<file path="src/sv/bdgd_pkg.sv">
// bdgd_pkg: shared types and constants for the button debounce and gesture block
// item structs, function and event codes, register indexes, sequencer states
// no dependencies
`default_nettype none

package bdgd_pkg;

    localparam int NUM_BUTTONS = 5;
    localparam int BTN_W       = 3;
    localparam int STAMP_W     = 32;
    localparam int ENC_W       = 16;
    localparam int TIME_W      = 16;
    localparam int EN_W        = 5;
    localparam int LEVEL_W     = 5;
    localparam int CFG_IDX_W   = 2;
    localparam int CFG_DATA_W  = 16;

    // item function codes
    localparam logic [1:0] FUNC_EDGE    = 2'd0;
    localparam logic [1:0] FUNC_UPDATE  = 2'd1;
    localparam logic [1:0] FUNC_CAPTURE = 2'd2;

    // event kinds, also the bit position in the enable mask
    localparam logic [2:0] EV_PRESS   = 3'd0;
    localparam logic [2:0] EV_RELEASE = 3'd1;
    localparam logic [2:0] EV_CLICK   = 3'd2;
    localparam logic [2:0] EV_LONG    = 3'd3;
    localparam logic [2:0] EV_SCROLL  = 3'd4;

    // configuration register indexes
    localparam logic [CFG_IDX_W-1:0] CFG_DEBOUNCE = 2'd0;
    localparam logic [CFG_IDX_W-1:0] CFG_LONG     = 2'd1;
    localparam logic [CFG_IDX_W-1:0] CFG_ENABLE   = 2'd2;

    localparam logic [TIME_W-1:0] DEBOUNCE_RST = 16'd50;
    localparam logic [TIME_W-1:0] LONG_RST     = 16'd1000;
    localparam logic [EN_W-1:0]   ENABLE_RST   = 5'd31;

    typedef struct packed {
        logic [1:0]         func;
        logic [BTN_W-1:0]   button_index;
        logic               pin_level;
        logic [LEVEL_W-1:0] button_levels;
        logic [STAMP_W-1:0] now_ms;
        logic [ENC_W-1:0]   encoder_count;
    } req_t;

    typedef struct packed {
        logic [2:0]              event_kind;
        logic [BTN_W-1:0]        event_button;
        logic signed [ENC_W-1:0] scroll_delta;
        logic                    last;
    } evt_t;

    typedef enum logic [2:0] {
        ST_IDLE,
        ST_DIFF,
        ST_EVAL,
        ST_CLICK,
        ST_SCROLL,
        ST_FLUSH
    } state_t;

endpackage

`default_nettype wire

</file>
<file path="src/sv/button_debounce_gesture_detector.sv">
// an edge item steps through the diff, eval and optional click states for its one button, an update item
// walks the buttons the same way through one shared 32-bit tick subtractor, then adds a scroll step;
// a capture item only latches the scroll stamp; a new item is taken only once the sequencer is idle,
// and a stalled result output holds the sequencer
// reset: asynchronous, active low; stamps, flags and encoder copy clear to zero,
// registers return to debounce 50, long press 1000, all events enabled
// depends on bdgd_pkg
`default_nettype none

module button_debounce_gesture_detector (
    input  wire logic                             clk,
    input  wire logic                             rst_n,
    input  wire logic                             req_valid,
    output logic                                  req_stall,
    input  wire bdgd_pkg::req_t                   req,
    output logic                                  evt_valid,
    input  wire logic                             evt_stall,
    output bdgd_pkg::evt_t                        evt,
    input  wire logic                             cfg_we,
    input  wire logic [bdgd_pkg::CFG_IDX_W-1:0]   cfg_index,
    input  wire logic [bdgd_pkg::CFG_DATA_W-1:0]  cfg_data
);

    import bdgd_pkg::*;

    state_t state_reg, state_next;

    logic [TIME_W-1:0]  debounce_reg;
    logic [TIME_W-1:0]  long_reg;
    logic [EN_W-1:0]    enable_reg;

    logic [STAMP_W-1:0] press_stamp_reg   [NUM_BUTTONS];
    logic [STAMP_W-1:0] release_stamp_reg [NUM_BUTTONS];
    logic               held_reg          [NUM_BUTTONS];
    logic               long_fired_reg    [NUM_BUTTONS];
    logic [STAMP_W-1:0] scroll_stamp_reg;
    logic [ENC_W-1:0]   last_enc_reg;

    // latched item
    logic [1:0]         func_reg;
    logic               level_reg;
    logic [LEVEL_W-1:0] levels_reg;
    logic [STAMP_W-1:0] now_reg;
    logic [ENC_W-1:0]   count_reg;

    logic [BTN_W-1:0]   cur_reg;
    logic [STAMP_W-1:0] diff_reg;

    logic               pend_valid_reg;
    evt_t               pend_reg;
    logic               evt_valid_reg;
    evt_t               evt_reg;

    // shared tick subtractor
    logic [STAMP_W-1:0] sub_b;
    logic [STAMP_W-1:0] sub_y;

    logic               load;
    logic               cur_inc;
    logic               emit;
    logic [2:0]         emit_kind;
    logic               do_press;
    logic               do_release;
    logic               do_long;
    logic               do_scroll;
    logic               move;
    logic               move_last;
    logic               go;
    logic               out_free;
    logic               is_edge;
    logic               last_btn;
    logic               lv;
    logic               settled;
    logic               want_press;
    logic               want_release;
    logic               want_long;
    logic               press_ok;
    logic               release_ok;
    logic               click;
    logic               long_shown;
    logic [ENC_W-1:0]   enc_delta;

    assign sub_b = (state_reg == ST_DIFF) ? press_stamp_reg[cur_reg]
                                          : release_stamp_reg[cur_reg];
    assign sub_y = now_reg - sub_b;

    assign out_free  = !evt_valid_reg || !evt_stall;
    assign go        = !pend_valid_reg || out_free;
    assign is_edge   = (func_reg == FUNC_EDGE);
    assign last_btn  = is_edge || (cur_reg == BTN_W'(NUM_BUTTONS - 1));
    assign lv        = levels_reg[cur_reg];
    assign enc_delta = count_reg - last_enc_reg;

    // diff_reg holds now - press stamp, sub_y gives now - release stamp in the eval step
    assign settled = (diff_reg > STAMP_W'(debounce_reg)) && (sub_y > STAMP_W'(debounce_reg));

    always_comb
    begin
        if (is_edge)
        begin
            want_press   = level_reg;
            want_release = !level_reg;
            want_long    = 1'b0;
        end
        else
        begin
            want_press   = !held_reg[cur_reg] && lv;
            want_release = held_reg[cur_reg] && !lv;
            want_long    = held_reg[cur_reg] && lv && !long_fired_reg[cur_reg]
                           && (diff_reg > STAMP_W'(long_reg));
        end
    end

    assign press_ok   = want_press && settled;
    assign release_ok = want_release && settled;
    assign click      = release_ok && (diff_reg < STAMP_W'(long_reg));
    assign long_shown = !(scroll_stamp_reg > press_stamp_reg[cur_reg]);

    always_ff @(posedge clk or negedge rst_n)
    begin
        if (!rst_n)
            state_reg <= ST_IDLE;
        else
            state_reg <= state_next;
    end

    always_comb
    begin
        state_next = state_reg;
        load       = 1'b0;
        cur_inc    = 1'b0;
        emit       = 1'b0;
        emit_kind  = EV_PRESS;
        do_press   = 1'b0;
        do_release = 1'b0;
        do_long    = 1'b0;
        do_scroll  = 1'b0;
        move       = 1'b0;
        move_last  = 1'b0;
        unique case (state_reg)
            ST_IDLE:
            begin
                if (req_valid)
                begin
                    load = 1'b1;
                    priority if (req.func == FUNC_UPDATE)
                        state_next = ST_DIFF;
                    else if (req.func == FUNC_EDGE
                             && req.button_index < BTN_W'(NUM_BUTTONS))
                        state_next = ST_DIFF;
                    else
                        state_next = ST_IDLE;
                end
            end
            ST_DIFF:
                state_next = ST_EVAL;
            ST_EVAL:
            begin
                if (go)
                begin
                    do_press   = press_ok;
                    do_release = release_ok;
                    do_long    = want_long;
                    priority if (press_ok)
                        emit_kind = EV_PRESS;
                    else if (release_ok)
                        emit_kind = EV_RELEASE;
                    else
                        emit_kind = EV_LONG;
                    emit = (press_ok || release_ok || (want_long && long_shown))
                           && enable_reg[emit_kind];
                    priority if (click)
                        state_next = ST_CLICK;
                    else if (!last_btn)
                        state_next = ST_DIFF;
                    else if (is_edge)
                        state_next = ST_FLUSH;
                    else
                        state_next = ST_SCROLL;
                    cur_inc = !click && !last_btn;
                end
            end
            ST_CLICK:
            begin
                if (go)
                begin
                    emit_kind = EV_CLICK;
                    emit      = enable_reg[EV_CLICK];
                    priority if (!last_btn)
                        state_next = ST_DIFF;
                    else if (is_edge)
                        state_next = ST_FLUSH;
                    else
                        state_next = ST_SCROLL;
                    cur_inc = !last_btn;
                end
            end
            ST_SCROLL:
            begin
                if (go)
                begin
                    emit_kind  = EV_SCROLL;
                    do_scroll  = enable_reg[EV_SCROLL] && (last_enc_reg != count_reg);
                    emit       = do_scroll;
                    state_next = ST_FLUSH;
                end
            end
            ST_FLUSH:
            begin
                if (!pend_valid_reg)
                    state_next = ST_IDLE;
                else if (out_free)
                begin
                    move       = 1'b1;
                    move_last  = 1'b1;
                    state_next = ST_IDLE;
                end
            end
            default:
                state_next = ST_IDLE;
        endcase
        // a new result pushes the waiting one out, not yet the final one
        if (emit && pend_valid_reg)
            move = 1'b1;
    end

    always_ff @(posedge clk or negedge rst_n)
    begin
        if (!rst_n)
        begin
            debounce_reg     <= DEBOUNCE_RST;
            long_reg         <= LONG_RST;
            enable_reg       <= ENABLE_RST;
            scroll_stamp_reg <= '0;
            last_enc_reg     <= '0;
            cur_reg          <= '0;
            pend_valid_reg   <= 1'b0;
            evt_valid_reg    <= 1'b0;
            for (int i = 0; i < NUM_BUTTONS; i++)
            begin
                press_stamp_reg[i]   <= '0;
                release_stamp_reg[i] <= '0;
                held_reg[i]          <= 1'b0;
                long_fired_reg[i]    <= 1'b0;
            end
        end
        else
        begin
            if (cfg_we)
            begin
                unique case (cfg_index)
                    CFG_DEBOUNCE: debounce_reg <= cfg_data[TIME_W-1:0];
                    CFG_LONG:     long_reg     <= cfg_data[TIME_W-1:0];
                    CFG_ENABLE:   enable_reg   <= cfg_data[EN_W-1:0];
                    default:      ;
                endcase
            end

            if (load)
            begin
                cur_reg <= (req.func == FUNC_EDGE) ? req.button_index : '0;
                if (req.func == FUNC_CAPTURE)
                    scroll_stamp_reg <= req.now_ms;
            end
            else if (cur_inc)
                cur_reg <= cur_reg + BTN_W'(1);

            if (do_press)
            begin
                press_stamp_reg[cur_reg] <= now_reg;
                held_reg[cur_reg]        <= 1'b1;
                long_fired_reg[cur_reg]  <= 1'b0;
            end
            if (do_release)
            begin
                release_stamp_reg[cur_reg] <= now_reg;
                held_reg[cur_reg]          <= 1'b0;
                long_fired_reg[cur_reg]    <= 1'b0;
            end
            if (do_long)
                long_fired_reg[cur_reg] <= 1'b1;
            if (do_scroll)
                last_enc_reg <= count_reg;

            if (emit)
                pend_valid_reg <= 1'b1;
            else if (move)
                pend_valid_reg <= 1'b0;

            if (move)
                evt_valid_reg <= 1'b1;
            else if (!evt_stall)
                evt_valid_reg <= 1'b0;
        end
    end

    always_ff @(posedge clk)
    begin
        if (load)
        begin
            func_reg   <= req.func;
            level_reg  <= req.pin_level;
            levels_reg <= req.button_levels;
            now_reg    <= req.now_ms;
            count_reg  <= req.encoder_count;
        end
        if (state_reg == ST_DIFF)
            diff_reg <= sub_y;
        if (emit)
        begin
            pend_reg.event_kind   <= emit_kind;
            pend_reg.event_button <= (emit_kind == EV_SCROLL) ? '0 : cur_reg;
            pend_reg.scroll_delta <= (emit_kind == EV_SCROLL) ? $signed(enc_delta) : '0;
            pend_reg.last         <= 1'b0;
        end
        if (move)
        begin
            evt_reg.event_kind   <= pend_reg.event_kind;
            evt_reg.event_button <= pend_reg.event_button;
            evt_reg.scroll_delta <= pend_reg.scroll_delta;
            evt_reg.last         <= move_last;
        end
    end

    assign req_stall = (state_reg != ST_IDLE);
    assign evt_valid = evt_valid_reg;
    assign evt       = evt_reg;

endmodule

`default_nettype wire

</file>
<file path="config.mk">
export PLATFORM = sky130hd
export DESIGN_NAME = button_debounce_gesture_detector
export DESIGN_NICKNAME = d
export VERILOG_FILES = /design/src/sv/bdgd_pkg.sv /design/src/sv/button_debounce_gesture_detector.sv
export SDC_FILE = /design/constraint.sdc
export NUM_CORES = 1
export LEC_CHECK = 0
export BUFFER_PORTS_ARGS = -buffer_cell sky130_fd_sc_hd__buf_2
export CAP_MARGIN = 0
export CELL_PAD_IN_SITES_DETAIL_PLACEMENT = 1
export CELL_PAD_IN_SITES_GLOBAL_PLACEMENT = 2
export CORE_UTILIZATION = 30
export CTS_CLUSTER_DIAMETER = 150
export CTS_CLUSTER_SIZE = 14
export DETAILED_ROUTE_END_ITERATION = 16
export PLACE_DENSITY = 0.66
export SLEW_MARGIN = 10
export SYNTH_ARGS = -nofsm -noshare
export SYNTH_HDL_FRONTEND = slang
export SYNTH_SLANG_ARGS = --single-unit
</file>
<file path="constraint.sdc">
create_clock -name clk -period 10.53 [get_ports clk]
set_input_delay 2.106 -clock clk [delete_from_list [all_inputs] [get_ports clk]]
set_output_delay 2.106 -clock clk [all_outputs]
set_load 0.1 [all_outputs]
</file>
==> flow_metrics.tcl, run 1 <==
set metrics [dict create \
    vias 18240 \
    synth.largest_area_cell "dfrtp_1" \
    swShare 0.4290 \
    async_flop_share 0.7608 \
    start_util 0.3027 \
    pwr-share-seq 0.352 \
    io_pins 107 \
    required_ns 10.75 \
    cp_top_family "compound AO/OA/AOI/OAI gates" \
    grt-ovfl-total 0 \
    ys_top_cells_by_count "dfrtp_1 (409), mux2_2 (297), edfxtp_1 (133), ha_1 (128), nand2_1 (125)" \
    yosysMostFrequentCell "dfrtp_1" \
    critPathKind "reg2reg" \
    layout.cells.non_filler 3517 \
    path_cells "nor2_1 -> a22oi_1 -> nor2_1 -> a21oi_1 -> mux2_2 -> inv_1 -> fa_1 -> nand2b_1 -> a21o_1 -> a211o_1 -> a21oi_1 -> nor2_1 -> xnor2_1 -> ha_1 -> and4_1 -> a221oi_1 -> o211a_1 -> o221ai_1 -> or4_1 -> or4_4 -> o41ai_4 -> or3_1 -> o31a_1 -> inv_1" \
    p_per_area_mw_per_mm2 341.6 \
    placed_cells 3439 \
    status "finished, final reports clean" \
    min_period_ns 8.680 \
    maxCapViolCount 0 \
    antenna_found_initial 0 \
    period_share 0.8243 \
    skew_ns 0.04151 \
    clkTransAtPathRegs_ns 0.07 \
    slowest_stage "dfrtp_4" \
    die_w_um 305.9 \
    internal_power_uw 6044 \
    slew_headroom 0.1855 \
    fin_nets 2512 \
    port_buffers 106 \
    clock-sinks 556 \
    htree_levels 2 \
    synth_fp_nets 2421 \
    viasPerCell 5.187 \
    synth.area.top_cells "dfrtp_1 (37%), edfxtp_1 (14%), mux2_2 (12%)" \
    crit_arrival_ns 8.90 \
    ant_nets 0 \
    timing.critical_path.buf_inv 2 \
    rsz0062_at_grt "no" \
    vdd_drop_max_v 0.0001267 \
    num-fill-cells 9757 \
    cts.repair.resized 0 \
    p_leak_uw 0.01330 \
    dpl-instance-area_mm2 0.02966 \
    rows 111 \
    worstMarginPinSlew_ns 1.222 \
    dieHeight_um 305.9 \
    drt-initial-drc-count 1039 \
    synth_cell_types 75 \
    synth_area_mm2 0.02770 \
    clkLatencyLatePin_ns 0.62 \
    postLayoutCellArea_mm2 0.03099 \
    maxSlewViolCount 0 \
    switching_power_uw 4541 \
    core_mm2 0.09152 \
    ys_ff_latch 556 \
    synth_cells 2209 \
    grt_pass1_wl_um 129500 \
    drt-total-wl_um 84350 \
    synth_top_area_share 0.3695 \
    hold_violations 0 \
    critPathLaunchType "flop" \
    setup_tns_ns 0 \
    p_clk_frac 0.155 \
    cts_setup_buffers 0 \
    yosys_warnings 0 \
    wl_met3_um 2208 \
    routed.top_layer "met4" \
    ys_seq_area_frac 0.5269 \
    synth_edf_count 133 \
    drc_errors 0 \
    hold_class "reg2reg" \
    avgSynthCellArea_um2 12.54 \
    grt_max_degree 177 \
    cts_buffers 45 \
    drtPass1Iterations 7 \
    wl_met1_um 38230 \
    hpwl_um 56880 \
    wl_per_cell_um 23.98 \
    synthFlopType "dfrtp_1" \
    drive_above_1_share 0.2781 \
    dieArea_mm2 0.09356 \
    slowest_delay_ns 0.98 \
    cts_root_buffer "clkbuf_16" \
    cts_tree "built" \
    endpoint_kind "flop" \
    globalplace.congestion 0.8340 \
    holdBufCountCts 0 \
    worstPathMaxFanout 51 \
    area_delta_synth_final_pct 11.86 \
    power_frac_comb 0.493 \
    cts_max_path_buffers 3 \
    fmax_ghz 0.1152 \
    setup_viol 0 \
    wl_met2_um 41980 \
    crit_path_frequent_cell "nor2_1" \
    grt_pass1_vias 20120 \
    grt.total_usage 0.1818 \
]
## final timing paths
kind,start,end,slack [ns],depth (start not counted)
worst min register to register,pend_reg[6],evt[6],0.42,0
min in group asynchronous,rst_n,release_stamp_reg[104],1.49,1
worst max register to register,cur_reg[1],pend_reg[21],1.85,24
max in group asynchronous,rst_n,debounce_reg[2],7.12,3
worst max-delay path,cur_reg[1],pend_reg[21],1.85,24
worst min-delay path,pend_reg[6],evt[6],0.42,0
## placed cells by master, fill, tap and decap left out, types with 6 or more instances in the layout
cell / synthesis / routed
nor3_2: 4 / 9
nor2_1: 112 / 109
ha_1: 128 / 128
a21o_1: 40 / 40
a22oi_1: 40 / 40
dfstp_2: 14 / 14
dfrtp_1: 409 / 406
o21bai_1: 7 / 7
nand3_1: 26 / 26
or3_1: 6 / 6
o21ai_0: 110 / 110
clkbuf_1: 60 / 29
o211ai_1: 11 / 11
mux4_2: 14 / 14
edfxtp_1: 133 / 133
o22ai_1: 26 / 26
inv_1: 73 / 72
o22a_1: 7 / 7
buf_4: 1 / 42
clkbuf_16: 0 / 45
nand2b_1: 12 / 12
a221oi_1: 6 / 6
nand3b_1: 6 / 6
mux2_4: 87 / 87
nor2b_1: 18 / 17
mux2i_1: 72 / 72
mux2_2: 297 / 297
nor4_1: 8 / 8
a21oi_1: 119 / 119
o21a_1: 16 / 16
o31ai_1: 9 / 9
buf_2: 23 / 105
nor3_1: 29 / 21
nand4_1: 26 / 26
nand2_1: 125 / 125
xnor2_1: 26 / 26
a211oi_1: 6 / 6
xor2_1: 13 / 13
## metal layers
| metal | global-route usage | vias up |
|---|---|---|
| met4 | 0.04698 | 0 |
| met2 | 0.3160 | 279 |
| li1 | - | 8247 |
| met3 | 0.02005 | 111 |
| met1 | 0.2397 | 9607 |
| met5 | 0 | - |
## final cells by class
class	count	area, µm²	share of cell area
Timing Repair Buffer	149	875.8	0.02826
Clock inverter	3	76.32	0.002463
Multi-Input combinational cell	1473	12430	0.4010
Tap cell	1186	1484	0.04789
Inverter	75	281.5	0.009085
Clock buffer	74	1235	0.03985
Antenna cell	1	2.502	0.00008076
Sequential cell	556	14610	0.4713
## cells by family (layout without fill, tap and decap cells)
group	Yosys count	in the layout	share of synthesized area
buffers and inverters	180	301	0.02827
and+or+nand+nor	399	399	0.06852
adders and majority gates	130	130	0.05926
AOI/OAI and AO/OA	435	435	0.09945
other	0	1	0
xor gates and xnor gates	39	39	0.01233
DFF	556	556	0.5269
muxes	470	470	0.2053
## power groups by stage
stage	Clock (µW)	Sequential (µW)	Combinational [µW]
CTS	1700	3730	5240
finish	1640	3730	5220
global placement	0	3720	5080
detailed placement	0	3770	5220
global route	1770	3820	5730
floorplan	0	3750	3490
## per-stage QoR
step / power (µW) / utilization / setup WS (ns) / hold WS [ns]
after global placement: 8802 / 0.3241 / 2.001 / 0.4024
after global routing: 11320 / 0.3385 / 1.453 / 0.4241
final: 10590 / 0.3386 / 1.850 / 0.4169
after floorplan: 7245 / - / 1.724 / 0.4003
after CTS: 10670 / 0.3384 / 1.873 / 0.4160
after detailed placement: 8981 / 0.3241 / 1.913 / 0.4057
(Power assumes the default switching activity.)
==> run 2, diff against run 1 <==
==> constraint.sdc (replaced) <==
create_clock -name clk -period 8.9 [get_ports clk]
set_input_delay 1.78 -clock clk [delete_from_list [all_inputs] [get_ports clk]]
set_output_delay 1.78 -clock clk [all_outputs]
set_load 0.1 [all_outputs]
==> flow_metrics.tcl, run 2 (synthesized netlist as in run 1, its figures left out) <==
set metrics [dict create \
    hpwl_um 57600 \
    num-fill-cells 9799 \
    worstSetupStartpoint "cur_reg[1]" \
    hold_violations 0 \
    grt_max_degree 177 \
    postLayoutCellArea_mm2 0.03121 \
    clock-sinks 556 \
    rows 111 \
    rrSetupSlack_ns 0.89 \
    drc_errors 2 \
    ant_nets 0 \
    critPathLaunchType "flop" \
    fin_nets 2531 \
    dieArea_mm2 0.09356 \
    layout.cells.non_filler 3535 \
    start_util 0.3027 \
    globalplace.congestion 0.8475 \
    clkTransAtPathRegs_ns 0.07 \
    worstPathMaxFanout 25 \
    die_w_um 305.9 \
    placed_cells 3458 \
    grt_pass1_vias 20090 \
    endpoint_kind "flop" \
    slowest_delay_ns 0.69 \
    required_ns 9.38 \
    min_period_ns 8.013 \
    wl_per_cell_um 23.76 \
    io_pins 107 \
    cts_tree "built" \
    maxCapViolCount 0 \
    timing.rr.end "release_stamp_reg[4]" \
    drtPass1Iterations 11 \
    period_share 0.9003 \
    maxSlewViolCount 0 \
    r2r_cells 31 \
    antenna_found_initial 0 \
    slowest_stage "dfrtp_4" \
    area_delta_synth_final_pct 12.66 \
    cts.repair.resized 0 \
    n_antenna_cell 0 \
    holdBufCountCts 0 \
    final_common_cell "dfrtp_1" \
    crit_arrival_ns 8.49 \
    grt-ovfl-total 0 \
    p_per_area_mw_per_mm2 404.2 \
    clkLatencyLatePin_ns 0.63 \
    drt-initial-drc-count 1002 \
    critPathKind "reg2reg" \
    holdWs_ns 0.4231 \
    final_cell_mix "dfrtp_1 (406), mux2_2 (297), edfxtp_1 (133), ha_1 (128), nand2_1 (125)" \
    crit_path_frequent_cell "buf_4" \
    cts_root_buffer "clkbuf_16" \
    status "finished, violations left" \
    slew_headroom 0.2077 \
    grt_pass1_wl_um 129100 \
    setup_tns_ns 0 \
    r2r_start "cur_reg[1]" \
    worstMarginPinSlew_ns 1.182 \
    skew_ns 0.03479 \
    vias 18270 \
    drive_above_1_share 0.2840 \
    drt-total-wl_um 83990 \
    cts_max_path_buffers 3 \
    hold_class "reg2reg" \
    fin_util 0.3410 \
    vdd_drop_max_v 0.0001769 \
    setup_viol 0 \
    violations "DRC" \
    dpl-instance-area_mm2 0.02989 \
    grt.total_usage 0.1813 \
    dieHeight_um 305.9 \
    core_mm2 0.09152 \
    fmax_ghz 0.1248 \
    rsz0062_at_grt "no" \
    endpoint "release_stamp_reg[4]" \
    htree_levels 2 \
    viasPerCell 5.169 \
    cts_buffers 45 \
    p_leak_uw 0.01341 \
    cts_setup_buffers 0 \
    port_buffers 106 \
]
## run 2: worst min path at each step
| stage | from | to | slack, ns | cells after the start |
|---|---|---|---|---|
| finish | pend_reg[6] | evt[6] | 0.42 | 0 |
| global route | pend_reg[6] | evt[6] | 0.43 | 0 |
| CTS | pend_reg[16] | evt[16] | 0.42 | 0 |
| detailed placement | pend_reg[3] | evt[3] | 0.41 | 0 |
| global placement | pend_reg[16] | evt[16] | 0.40 | 0 |
| floorplan | pend_reg[10] | evt[10] | 0.40 | 0 |
## run 2: final cells by class
cell class | count | area (µm²) | share of cell area
clock inverter | 3 | 66.31 | 0.002125
tap | 1186 | 1484 | 0.04754
sequential | 556 | 14610 | 0.4680
clock buffer | 74 | 1256 | 0.04025
multi-input combinational | 1473 | 12410 | 0.3977
inverter | 75 | 281.5 | 0.009020
timing repair buffer | 168 | 1106 | 0.03544
## run 2: per-layer routing
layer  share of wire  wire length [µm]  up-vias  track usage
li1                -                 -     8299            -
met4           0.023              1944        0      0.04710
met5               0                 0        -            0
met2            0.49             41490      270       0.3119
met1            0.45             37890     9604       0.2402
met3           0.032              2660      100      0.02226
## run 2: power by group
part	leakage [µW]	switching, µW	total [µW]	internal [µW]
Clock	0.000628	966	1940	973
Sequential	0.00673	624	4360	3730
Combinational	0.00605	3810	6320	2510
Total	0.0134	5400	12600	7220
## run 2: stage by stage
stage                     power [µW]  setup WS [ns]
after floorplan                 8572        0.09443
after global placement         10520          1.196
after detailed placement       10730         0.9774
after CTS                      12740         0.8986
after global routing           13500         0.4652
final                          12620         0.8873
## run 2: critical path: cells and delay by family, from the launching register on
| kind | cells | cell delay (ns) |
|---|---|---|
| AND/OR/NAND/NOR | 13 | 2.89 |
| AO/OA/AOI/OAI | 8 | 1.59 |
| buffers and inverters | 6 | 1.47 |
| adder cells (fa/ha/maj) | 2 | 0.70 |
| flip-flops | 1 | 0.69 |
| multiplexers | 1 | 0.35 |
| XOR/XNOR | 1 | 0.15 |
